==> config.mk <==
export PLATFORM = sky130hd
export DESIGN_NAME = block_rms_zero_crossing_meter
export DESIGN_NICKNAME = d
export VERILOG_FILES = /design/src/design/brzc_pkg.sv /design/src/design/block_rms_zero_crossing_meter.sv /design/src/design/brzc_ctrl.sv /design/src/design/brzc_dp.sv
export SDC_FILE = /design/constraint.sdc
export NUM_CORES = 2
export LEC_CHECK = 0
export BUFFER_PORTS_ARGS = -buffer_cell sky130_fd_sc_hd__buf_2
export CELL_PAD_IN_SITES_DETAIL_PLACEMENT = 0
export CELL_PAD_IN_SITES_GLOBAL_PLACEMENT = 1
export CORE_ASPECT_RATIO = 1.4
export CORE_MARGIN = 2
export CORE_UTILIZATION = 37
export CTS_BUF_LIST = sky130_fd_sc_hd__clkbuf_16
export DETAILED_ROUTE_END_ITERATION = 10
export PLACE_DENSITY = 0.61
export SETUP_SLACK_MARGIN = 0.15
export SLEW_MARGIN = 0
export SYNTH_ARGS = -nofsm -noshare
export SYNTH_HDL_FRONTEND = slang
export SYNTH_SLANG_ARGS = --single-unit
==> constraint.sdc <==
create_clock -name clk -period 13.8 [get_ports clk]
set_input_delay 0.69 -clock clk [delete_from_list [all_inputs] [get_ports clk]]
set_output_delay 0.69 -clock clk [all_outputs]
set_load 0.02 [all_outputs]
==> src/design/brzc_pkg.sv <==
//------------------------------------------------------------------------------
// brzc_pkg
// Types and constants shared by the block RMS / zero-crossing meter.
//------------------------------------------------------------------------------
package brzc_pkg;

	localparam int SUM_W = 43;
	localparam int CNT_W = 13;

	typedef struct packed {
		logic signed [15:0] sample;
		logic               last;
	} in_item_t;

	typedef struct packed {
		logic [15:0] rms_level;
		logic [11:0] crossings;
		logic [16:0] frequency_hz;
		logic [23:0] volume_average;
		logic [24:0] pitch_average;
	} out_item_t;

	// register indexes
	localparam logic [1:0] REG_RATE   = 2'd0;
	localparam logic [1:0] REG_VALPHA = 2'd1;
	localparam logic [1:0] REG_PALPHA = 2'd2;

	// controller to datapath
	typedef struct packed {
		logic accum;     // take sample into block accumulators
		logic load;      // latch closed block, start end-of-block work
		logic div_step;  // one restoring-division / root step
		logic mult;      // latch root and hz results
		logic smooth_v;  // update volume average
		logic smooth_p;  // update pitch average
		logic emit;      // move result to output register
	} brzc_cmd_t;

	typedef struct packed {
		logic closes;    // accepted sample closes the block
		logic step_done; // last iteration step
	} brzc_sts_t;

endpackage

==> src/design/block_rms_zero_crossing_meter.sv <==
//------------------------------------------------------------------------------
// block_rms_zero_crossing_meter
// Block RMS level and zero-crossing pitch meter with smoothed averages.
//------------------------------------------------------------------------------
// Input transactions carry one signed sample and a last flag; one sample is
// taken per cycle while a block accumulates. A sample flagged last, or the
// MAX_BLOCK-th sample, closes the block and produces one output transaction.
// After a closing sample the input stalls while the bit-serial units run 43
// steps of sum/N (hz = crossings*rate/2N in steps 1..32 alongside) and 16 root
// steps, then the result latch, the volume and pitch smoothing and the output load.
// The result waits in the output register; the next block starts once it is
// loaded, so a stalled receiver only blocks after the following block closes.
// Reset clears the accumulators and averages and loads the register defaults
// (rate 44100, volume alpha 6554, pitch alpha 3277). The user writes registers
// over the APB port (0x0, 0x4, 0x8) only while idle; the block does not enforce it.
//------------------------------------------------------------------------------
module block_rms_zero_crossing_meter #(
	parameter int MAX_BLOCK = 4096
) (
	input  logic                clk,
	input  logic                arst_n,
	input  logic                in_valid,
	output logic                in_ready,
	input  brzc_pkg::in_item_t  in_data,
	output logic                out_valid,
	input  logic                out_ready,
	output brzc_pkg::out_item_t out_data,
	input  logic                psel,
	input  logic                penable,
	input  logic                pwrite,
	input  logic [3:0]          paddr,
	input  logic [31:0]         pwdata,
	output logic [31:0]         prdata,
	output logic                pready
);
	import brzc_pkg::*;

	logic [17:0] rate_q;
	logic [15:0] valpha_q, palpha_q;
	brzc_cmd_t   cmd;
	brzc_sts_t   sts;
	logic [1:0]  ridx;

	assign pready = 1'b1;
	assign ridx   = paddr[3:2];

	always_ff @(posedge clk or negedge arst_n) begin
		if (!arst_n) begin
			rate_q <= 18'd44100; valpha_q <= 16'd6554; palpha_q <= 16'd3277;
		end else if (psel && penable && pwrite) begin
			unique case (ridx)
				REG_RATE:   rate_q   <= pwdata[17:0];
				REG_VALPHA: valpha_q <= pwdata[15:0];
				REG_PALPHA: palpha_q <= pwdata[15:0];
				default: ;
			endcase
		end
	end

	always_comb begin
		unique case (ridx)
			REG_RATE:   prdata = {14'd0, rate_q};
			REG_VALPHA: prdata = {16'd0, valpha_q};
			REG_PALPHA: prdata = {16'd0, palpha_q};
			default:    prdata = '0;
		endcase
	end

	brzc_ctrl u_ctrl (
		.clk, .arst_n, .in_valid, .in_ready, .out_valid, .out_ready,
		.in_item(in_data), .sts, .cmd
	);

	brzc_dp #(.MAX_BLOCK(MAX_BLOCK)) u_dp (
		.clk, .arst_n, .in_item(in_data), .cmd, .sts,
		.sample_rate(rate_q), .volume_alpha(valpha_q), .pitch_alpha(palpha_q),
		.out_item(out_data)
	);

endmodule

==> src/design/brzc_ctrl.sv <==
//------------------------------------------------------------------------------
// brzc_ctrl
// Sequencer for end-of-block arithmetic and the output handshake.
//------------------------------------------------------------------------------
module brzc_ctrl (
	input  logic                clk,
	input  logic                arst_n,
	input  logic                in_valid,
	output logic                in_ready,
	output logic                out_valid,
	input  logic                out_ready,
	input  brzc_pkg::in_item_t  in_item,
	input  brzc_pkg::brzc_sts_t sts,
	output brzc_pkg::brzc_cmd_t cmd
);
	import brzc_pkg::*;

	localparam logic [2:0] S_ACC  = 3'd0;
	localparam logic [2:0] S_DIV  = 3'd1;
	localparam logic [2:0] S_MUL  = 3'd2;
	localparam logic [2:0] S_SMV  = 3'd3;
	localparam logic [2:0] S_SMP  = 3'd4;
	localparam logic [2:0] S_EMIT = 3'd5;

	logic [2:0] state_q;
	logic       ovalid_q;
	logic       acc;

	assign in_ready  = (state_q == S_ACC);
	assign out_valid = ovalid_q;
	assign acc       = in_valid && in_ready;

	always_comb begin
		cmd          = '0;
		cmd.accum    = acc;
		cmd.load     = acc && sts.closes;
		cmd.div_step = (state_q == S_DIV);
		cmd.mult     = (state_q == S_MUL);
		cmd.smooth_v = (state_q == S_SMV);
		cmd.smooth_p = (state_q == S_SMP);
		cmd.emit     = (state_q == S_EMIT) && (!ovalid_q || out_ready);
	end

	always_ff @(posedge clk or negedge arst_n) begin
		if (!arst_n) begin
			state_q  <= S_ACC;
			ovalid_q <= 1'b0;
		end else begin
			if (cmd.emit)
				ovalid_q <= 1'b1;
			else if (out_ready)
				ovalid_q <= 1'b0;
			unique case (state_q)
				S_ACC:  if (cmd.load) state_q <= S_DIV;
				S_DIV:  if (sts.step_done) state_q <= S_MUL;
				S_MUL:  state_q <= S_SMV;
				S_SMV:  state_q <= S_SMP;
				S_SMP:  state_q <= S_EMIT;
				S_EMIT: if (cmd.emit) state_q <= S_ACC;
				default: state_q <= S_ACC;
			endcase
		end
	end

	logic unused_in;
	assign unused_in = ^in_item;

endmodule

==> src/design/brzc_dp.sv <==
//------------------------------------------------------------------------------
// brzc_dp
// Accumulators, iterative dividers and root unit, smoothing filters.
//------------------------------------------------------------------------------
module brzc_dp #(
	parameter int MAX_BLOCK = 4096
) (
	input  logic                 clk,
	input  logic                 arst_n,
	input  brzc_pkg::in_item_t   in_item,
	input  brzc_pkg::brzc_cmd_t  cmd,
	output brzc_pkg::brzc_sts_t  sts,
	input  logic [17:0]          sample_rate,
	input  logic [15:0]          volume_alpha,
	input  logic [15:0]          pitch_alpha,
	output brzc_pkg::out_item_t  out_item
);
	import brzc_pkg::*;

	localparam logic [CNT_W-1:0] MAXB = CNT_W'(MAX_BLOCK);
	// 43 quotient bits, 32 for hz, then 16 root steps after the 43 division iterations
	localparam int ITER = 43;

	logic [SUM_W-1:0]   sum_q;
	logic [CNT_W-1:0]   cnt_q;
	logic [11:0]        xc_q;
	logic signed [15:0] prev_q;
	logic [15:0]        mag;
	logic [31:0]        sq;
	logic [CNT_W-1:0]   cnt_nx;
	logic               xing;

	assign mag    = in_item.sample[15] ? 16'(-in_item.sample) : in_item.sample;
	assign sq     = mag * mag;
	assign cnt_nx = cnt_q + 1'b1;
	assign xing   = (cnt_q != '0) &&
		((prev_q > 0 && in_item.sample < 0) || (prev_q < 0 && in_item.sample > 0));
	assign sts.closes = in_item.last || (cnt_nx >= MAXB);

	// end-of-block registers
	logic [SUM_W-1:0]  dq_q;   // sum quotient shifted in
	logic [SUM_W-1:0]  drem_q;
	logic [SUM_W-1:0]  sdiv_q; // dividend being shifted out
	logic [CNT_W-1:0]  n_q;
	logic [11:0]       xcb_q;
	logic [5:0]        it_q;
	logic [31:0]       hq_q, hrem_q, hnum_q;   // crossings*rate / 2N
	logic [15:0]       root_q;
	logic [17:0]       rrem_q;
	logic [16:0]       hz_q;
	logic [23:0]       vol_q;
	logic [24:0]       pit_q;
	logic [15:0]       rms_q;
	logic [29:0]       prod_q;

	logic [SUM_W-1:0] dtry;
	logic [31:0]      htry;
	logic [CNT_W:0]   n2;
	assign n2   = {n_q, 1'b0};
	assign dtry = {drem_q[SUM_W-2:0], sdiv_q[SUM_W-1]};
	assign htry = {hrem_q[30:0], hnum_q[31]};

	// restoring root on the quotient, 2 bits a step over its low 32 bits
	logic [5:0]  rk;
	logic [17:0] rtry, rsub;
	logic [31:0] qv;
	assign qv   = dq_q[31:0];
	assign rk   = it_q - 6'(ITER);
	assign rtry = {rrem_q[15:0], qv[6'd31 - {rk[4:0], 1'b0} -: 2]};
	assign rsub = {root_q, 2'b01};
	assign sts.step_done = (it_q == 6'(ITER + 16 - 1));

	// smoothing
	logic signed [26:0] dv;
	logic signed [43:0] pv;
	logic signed [27:0] qsm;
	always_comb begin
		if (cmd.smooth_v) dv = 27'(signed'({1'b0, rms_q, 8'd0})) - 27'(signed'({1'b0, vol_q}));
		else              dv = 27'(signed'({1'b0, hz_q, 8'd0})) - 27'(signed'({1'b0, pit_q}));
		pv  = (cmd.smooth_v ? 44'(signed'({1'b0, volume_alpha}))
		                    : 44'(signed'({1'b0, pitch_alpha}))) * 44'(dv);
		qsm = 28'(pv >>> 16); // arithmetic shift floors
	end

	always_ff @(posedge clk or negedge arst_n) begin
		if (!arst_n) begin
			sum_q <= '0; cnt_q <= '0; xc_q <= '0; prev_q <= '0;
			vol_q <= '0; pit_q <= '0;
		end else begin
			if (cmd.accum) begin
				if (cmd.load) begin
					sum_q <= '0; cnt_q <= '0; xc_q <= '0; prev_q <= '0;
				end else begin
					sum_q  <= sum_q + SUM_W'(sq);
					cnt_q  <= cnt_nx;
					prev_q <= in_item.sample;
					if (xing && xc_q != 12'hFFF) xc_q <= xc_q + 1'b1;
				end
			end
			if (cmd.smooth_v) vol_q <= 24'(28'(signed'({1'b0, vol_q})) + qsm);
			if (cmd.smooth_p) pit_q <= 25'(28'(signed'({1'b0, pit_q})) + qsm);
		end
	end

	always_ff @(posedge clk) begin
		if (cmd.load) begin
			sdiv_q <= sum_q + SUM_W'(sq);
			n_q    <= cnt_nx;
			xcb_q  <= (xing && xc_q != 12'hFFF) ? xc_q + 1'b1 : xc_q;
			drem_q <= '0; dq_q <= '0; it_q <= '0;
			root_q <= '0; rrem_q <= '0;
		end else if (cmd.div_step) begin
			it_q <= it_q + 1'b1;
			if (it_q == 6'd0) begin
				hnum_q <= 32'(xcb_q) * 32'(sample_rate);
				hrem_q <= '0;
			end
			if (it_q < 6'(ITER)) begin
				sdiv_q <= {sdiv_q[SUM_W-2:0], 1'b0};
				if (dtry >= SUM_W'(n_q)) begin
					drem_q <= dtry - SUM_W'(n_q); dq_q <= {dq_q[SUM_W-2:0], 1'b1};
				end else begin
					drem_q <= dtry; dq_q <= {dq_q[SUM_W-2:0], 1'b0};
				end
			end
			if (it_q >= 6'd1 && it_q <= 6'd32) begin
				hnum_q <= {hnum_q[30:0], 1'b0};
				if (htry >= 32'(n2)) begin
					hrem_q <= htry - 32'(n2); hq_q <= {hq_q[30:0], 1'b1};
				end else begin
					hrem_q <= htry; hq_q <= {hq_q[30:0], 1'b0};
				end
			end
			if (it_q >= 6'(ITER)) begin
				if (rtry >= rsub) begin
					rrem_q <= rtry - rsub; root_q <= {root_q[14:0], 1'b1};
				end else begin
					rrem_q <= rtry; root_q <= {root_q[14:0], 1'b0};
				end
			end
		end
		if (cmd.mult) begin
			rms_q  <= root_q;
			hz_q   <= hq_q[16:0];
			prod_q <= 30'(hq_q);
		end
		if (cmd.emit) begin
			out_item.rms_level      <= rms_q;
			out_item.crossings      <= xcb_q;
			out_item.frequency_hz   <= hz_q;
			out_item.volume_average <= vol_q;
			out_item.pitch_average  <= pit_q;
		end
	end

	logic unused_dp;
	assign unused_dp = ^prod_q ^ ^dq_q[SUM_W-1:32] ^ rrem_q[17];

endmodule

# --- Word level (Yosys, flattened, before mapping) ---
# Index checks and enable logic that the tools add are counted.
word_totals:
  elab_cells: 132
  ramBits: 0
  latchBits: 0
  memories: 0
  rom_bits: 0
  out_inout_bits: 129
  reg_bits: 574
op_classes:
  n_mul: 3
  n_eq_ne: 12
  n_bitwise: 1
  div: 0
  mux: 28
  n_reduce_logical: 31
  shift: 1
  n_lt_le_gt_ge: 12
  addsub: 14
ops:
  columns: ["operator", "n"]
  rows:
  - ["$mux 43", 4]
  - ["$mux 31", 3]
  - ["$mux 16", 4]
  - ["$mux 32", 2]
  - ["$pmux 18 s3", 1]
  - ["$add 43x32->43", 1]
  - ["$ge 43x13->1", 1]
  - ["$mux 42", 1]
  - ["$sub 42x13->42", 1]
  - ["$mul 17x27->41", 1]
  - ["$shiftx 33x7->2", 1]
  - ["$ge 32x14->1", 1]
  - ["$gt 16x1->1 const B", 2]
  - ["$lt 16x1->1 const B", 2]
  - ["$mul 16x16->32", 1]
  - ["$sub 31x14->31", 1]
  - ["$mul 12x18->30", 1]
  - ["$mux 27", 1]
  - ["$sub 25x25->26", 1]
  - ["$add 25x25->25", 1]
  - ["$sub 24x24->25", 1]
  - ["$add 24x24->24", 1]
  - ["$mux 12", 2]
  - ["$ge 18x18->1", 1]
  - ["other kinds (36)", 66]

# --- Logic depth before layout (Yosys ltp) ---
depth:
  ltp_word: 7
  depth_mapped: 47

# --- By module ---
# From an unflattened synthesis, not the netlist that was laid out.
hier_totals:
  hier_cells: 5991
  area_unflattened_um2: 57744.1
by_module_without_submodules:
  columns: ["mod", "cells_per_inst", "area_each_um2", "instances"]
  rows:
  - ["brzc_dp", 5780, 55044.0, 1]
  - ["block_rms_zero_crossing_meter", 183, 2452.4, 1]
  - ["brzc_ctrl", 28, 247.7, 1]

# --- Worst setup path before layout ---
# OpenSTA, ideal clock, no wires.
synth_timing:
  path_type: "flip-flop to flip-flop"
  startpoint: "reg u_dp.vol_q[8]"
  endpoint: "reg u_dp.pit_q[24]"
  setup_ns: 0.080
  required_time_ns: 13.720
  path_buffers: 1
  t_arrival_ns: 10.275
  setup_slack_ns: 3.446
  stages_incl_launch_ff: 46
  cell_sequence: "dfrtp_1 -> inv_1 -> ha_1 -> nor3b_1 -> a41oi_1 -> a211oi_1 -> or2_2 -> and2_1 -> o21ai_0 -> nor2b_1 -> xnor2_1 -> nor2_1 -> or2_2 -> clkbuf_1 -> nor2_1 -> fa_1 -> inv_1 -> fa_1 -> (+10 left out) -> a21oi_1 -> or2_2 -> o211a_1 -> o21a_1 -> o21a_1 -> o21a_1 -> nor2_1 -> ha_1 -> a211oi_1 -> nand2_1 -> a31o_2 -> a221o_1 -> a41o_1 -> o41ai_1 -> o21ai_0 -> xnor2_1 -> mux2i_1 -> xnor2_1"
synth_between:
  elab_chain_len: 4
synth_rtl:
  columns: ["item", "line", "text"]
  rows:
  - ["start, declared", "brzc_dp.sv:51", "logic [23:0] vol_q;"]
  - ["start signal, assigned", "brzc_dp.sv:100", "if (cmd.smooth_v) vol_q <= 24'(28'(signed'({1'b0, vol_q})) + qsm);"]
  - ["$sub 24x24->25", "brzc_dp.sv:78", "if (cmd.smooth_v) dv = 27'(signed'({1'b0, rms_q, 8'd0})) - 27'(signed'({1'b0, vol_q}));"]
  - ["$mux 27", "brzc_dp.sv:78", null]
  - ["$mul 17x27->41", "brzc_dp.sv:81", ": 44'(signed'({1'b0, pitch_alpha}))) * 44'(dv);"]
  - ["$add 25x25->25", "brzc_dp.sv:101", "if (cmd.smooth_p) pit_q <= 25'(28'(signed'({1'b0, pit_q})) + qsm);"]
  - ["end signal, assigned", "brzc_dp.sv:101", null]
  - ["end, declared", "brzc_dp.sv:52", "logic [24:0] pit_q;"]
# No other way between the ends.
# A chain may end at the register's enable or synchronous reset.

# --- Worst setup path in the final report ---
layout_timing:
  startpoint: "reg u_dp.pit_q[8]"
  endpoint: "reg u_dp.pit_q[24]"
layout_between:
  elab_chain_len: 4
layout_rtl:
  columns: ["item", "line", "text"]
  rows:
  - ["$sub 25x25->26", "brzc_dp.sv:79", "else dv = 27'(signed'({1'b0, hz_q, 8'd0})) - 27'(signed'({1'b0, pit_q}));"]
  - ["$mux 27", "brzc_dp.sv:78", null]
  - ["$mul 17x27->41", "brzc_dp.sv:81", null]
  - ["$add 25x25->25 *", "brzc_dp.sv:101", null]
# Every way passes the cells marked *; elsewhere a longest branch is shown, timed or not.

==> flow_summary.json <==
{
  "fin_crit_sh_pct": 88.8,
  "critical-path-top-cell-by-count": "sky130_fd_sc_hd__fa_1",
  "tritoncts_num_sinks": 574,
  "most_common_cell_in_the_netlist": "sky130_fd_sc_hd__inv_1",
  "n_fill_cell": 15551,
  "yosys_most_used_dff": "sky130_fd_sc_hd__edfxtp_1",
  "dieArea_um2": 159000,
  "maxSlewViolCount": 0,
  "cpMaxStageDelayCell": "sky130_fd_sc_hd__a2111oi_0",
  "wirelength_met1_um": 64700,
  "max_stage_delay_ps": 990,
  "status": "finished clean",
  "number_of_global_route_vias_before_repair": 44289,
  "postSynthRegisterBits": 574,
  "cts.reportedPaths.clkPinSlew_ps": 60,
  "fp-row-count": 171,
  "netlist_top_cells_area": "sky130_fd_sc_hd__fa_1 (26%), sky130_fd_sc_hd__edfxtp_1 (14%), sky130_fd_sc_hd__ha_1 (8.8%)",
  "core-area_um2": 155000,
  "netlist_instances": 6146,
  "wire_per_inst_um": 19.3,
  "die_height_um": 471,
  "route.met3.wl_um": 6070,
  "post_cts.resized_instances": 0,
  "maxUsedRoutingLayer": "met4",
  "num-nets-final": 7455,
  "cap_viol_max_count": 0,
  "crit_path_max_fanout": 11,
  "netlist.area_leader.share_pct": 26.1,
  "post-synth-top-area-cell": "sky130_fd_sc_hd__fa_1",
  "critPathArrivalTime_ps": 12850,
  "ys.warnings.count": 0,
  "wl_um": 162000,
  "fmax_mhz": 81.6,
  "initial_core_util_pct": 37.2,
  "pin_count": 189,
  "detail-route-antenna-nets": 0,
  "cts_hold_buffers": 1,
  "cts-root-to-sink-buffers": 3,
  "slew-limit-headroom_pct": 16.5,
  "detail_route.first_pass.iterations": 5,
  "route.detailed.drc": 0,
  "cts_max_level": 3,
  "synthToLayoutAreaGrowth_pct": 9.98,
  "async_reset_ff_share_pct": 32.6,
  "post_synth_num_cell_types": 85,
  "worstSetupPathType": "flip-flop to flip-flop",
  "track_usage_pct": 20.9,
  "cts_setup_buffers": 0,
  "post_synth_most_frequent_cells": "sky130_fd_sc_hd__inv_1 (999), sky130_fd_sc_hd__nand2_1 (964), sky130_fd_sc_hd__fa_1 (750)",
  "globalRouteOverflowTotal": 0,
  "insertion_delay_to_the_later_sink_of_the_worst_skew_pair_ps": 690,
  "layout_min_cycle_time_ps": 12260,
  "yosysSeqAreaShare_pct": 26.4,
  "worst_hold_path_type": "input pin to flip-flop",
  "report.final.setup_viol": 0,
  "crit_required_ps": 14400,
  "crit_path_end_kind": "flip-flop",
  "post_route_cells_drive_above_1_share_pct": 7.99,
  "gp_routability_congestion": 0.854,
  "tritoncts_buffer_count": 70,
  "post-dp-hpwl_um": 127000,
  "wire_length_of_the_first_global_routing_pass_um": 256000,
  "sum_of_negative_setup_slack_ps": 0,
  "critical_path.startpoint_type": "flip-flop",
  "number_of_flops_mapped_to_enable_cells_by_yosys": 275,
  "postSynthAreaPerCell_um2": 9.36,
  "viasPerCell": 4.97,
  "cts-root-buf": "sky130_fd_sc_hd__clkbuf_16",
  "clock-skew-final_ps": 22.4,
  "die-width_um": 337,
  "final-hold-violation-count": 0,
  "port_buffers": 157,
  "dr.first_iter.drc_count": 1931,
  "synth.cell_area_um2": 57500,
  "antenna_found_initial": 3,
  "pin_count_of_the_biggest_net_entering_global_routing": 85,
  "count_of_vias_placed_by_the_detailed_router": 41631,
  "worst-r2r-cell-count": 43,
  "cts_tree": "built",
  "timing.hold.worst_path_depth": 2,
  "grt_setup_unrepaired": "no",
  "wl_met2_um": 86800,
  "tightest_slew_ps": 1250
}
-- state kept, by name, summed over array words and instances, names as in the netlist, 6 cells and up --
| signal | cells |
|---|---|
| palpha_q | 16 |
| rate_q | 18 |
| u_dp.cnt_q | 13 |
| u_dp.dq_q | 32 |
| u_dp.drem_q | 42 |
| u_dp.hnum_q | 32 |
| u_dp.hq_q | 17 |
| u_dp.hrem_q | 31 |
| u_dp.hz_q | 17 |
| u_dp.it_q | 6 |
| u_dp.n_q | 13 |
| u_dp.out_item | 94 |
| u_dp.pit_q | 25 |
| u_dp.prev_q | 16 |
| u_dp.rms_q | 16 |
| u_dp.root_q | 16 |
| u_dp.rrem_q | 16 |
| u_dp.sdiv_q | 43 |
| u_dp.sum_q | 43 |
| u_dp.vol_q | 24 |
| u_dp.xc_q | 12 |
| u_dp.xcb_q | 12 |
| valpha_q | 16 |
-- cells in the final DEF, fill, tap and decap left out, types with 46 or more instances in the layout --
cell,n
sky130_fd_sc_hd__nand3_1,91
sky130_fd_sc_hd__buf_4,91
sky130_fd_sc_hd__dfrtp_1,167
sky130_fd_sc_hd__xnor2_1,163
sky130_fd_sc_hd__fa_1,750
sky130_fd_sc_hd__xor2_1,113
sky130_fd_sc_hd__a21o_1,83
sky130_fd_sc_hd__mux2_2,54
sky130_fd_sc_hd__nor3_1,56
sky130_fd_sc_hd__clkbuf_16,73
sky130_fd_sc_hd__edfxtp_1,275
sky130_fd_sc_hd__and2_1,103
sky130_fd_sc_hd__a21oi_1,178
sky130_fd_sc_hd__o21ai_0,353
sky130_fd_sc_hd__inv_1,1011
sky130_fd_sc_hd__dfxtp_1,112
sky130_fd_sc_hd__o21a_1,46
sky130_fd_sc_hd__ha_1,404
sky130_fd_sc_hd__mux2i_1,48
sky130_fd_sc_hd__nor2_1,399
sky130_fd_sc_hd__nand2_1,959
sky130_fd_sc_hd__buf_2,156
-- area by class of cell --
| type | instances | area (µm²) | area share (%) |
|---|---|---|---|
| sequential | 574 | 15200 | 24.0 |
| multi-input combinational | 4339 | 37800 | 59.7 |
| clock inverter | 56 | 591 | 0.934 |
| antenna | 3 | 7.51 | 0.0119 |
| inverter | 1007 | 3780 | 5.98 |
| timing repair buffer | 249 | 1490 | 2.35 |
| tap | 2076 | 2600 | 4.11 |
| clock buffer | 73 | 1830 | 2.89 |
-- cell families (layout without fill, tap and decap cells) --
kind of cell | Yosys count | count (layout) | synth area share [%]
flip-flops | 574 | 574 | 26.4
other | 2 | 30 | 0.0131
adder cells (fa/ha/maj) | 1154 | 1154 | 34.9
XOR/XNOR | 276 | 276 | 4.20
multiplexers | 116 | 116 | 2.35
buffers and inverters | 1258 | 1385 | 8.33
AO/OA/AOI/OAI | 905 | 905 | 9.61
AND/OR/NAND/NOR | 1861 | 1861 | 14.2
-- through the flow --
step | util, % | hold slack, ps | std cells | setup slack (ps) | area, µm²
finish | 40.9 | 251 | 8377 | 1540 | 63300
global placement | 39.3 | 406 | 8244 | 1760 | 60800
floorplan | - | 394 | 6171 | 3450 | 57600
global route | 40.9 | 208 | 8374 | 885 | 63200
detailed placement | 39.3 | 415 | 8244 | 1690 | 60800
CTS | 40.9 | 168 | 8374 | 1640 | 63200
-- layer usage --
metal | vias up | global-route usage, %
li1 | 19848 | -
met1 | 20957 | 24.7
met2 | 647 | 39.0
met3 | 179 | 2.84
met4 | 0 | 5.99
met5 | - | 0
-- critical path, delay by kind of cell (launching register included) --
kind / cells / cell delay [ps]
multiplexers: 1 / 240
buffers and inverters: 5 / 280
flip-flops: 1 / 400
AND/OR/NAND/NOR: 9 / 1310
adder cells (fa/ha/maj): 9 / 4110
AO/OA/AOI/OAI: 16 / 5370
XOR/XNOR: 3 / 470
-- final timing paths --
path | start | endpoint | slack (ps)
worst max-delay path | u_dp.pit_q[8] | u_dp.pit_q[24] | 1540
worst min-delay path | pwdata[16] | rate_q[16] | 250
worst max register to register | u_dp.pit_q[8] | u_dp.pit_q[24] | 1540
worst min register to register | u_dp.hq_q[16] | u_dp.hz_q[16] | 410
max in group asynchronous | arst_n | rate_q[17] | 12010
min in group asynchronous | arst_n | u_dp.pit_q[13] | 530
Power is left out: the tool's default activity adds up to more than one toggle a clock period on the data nets, which glitch-free logic cannot reach.
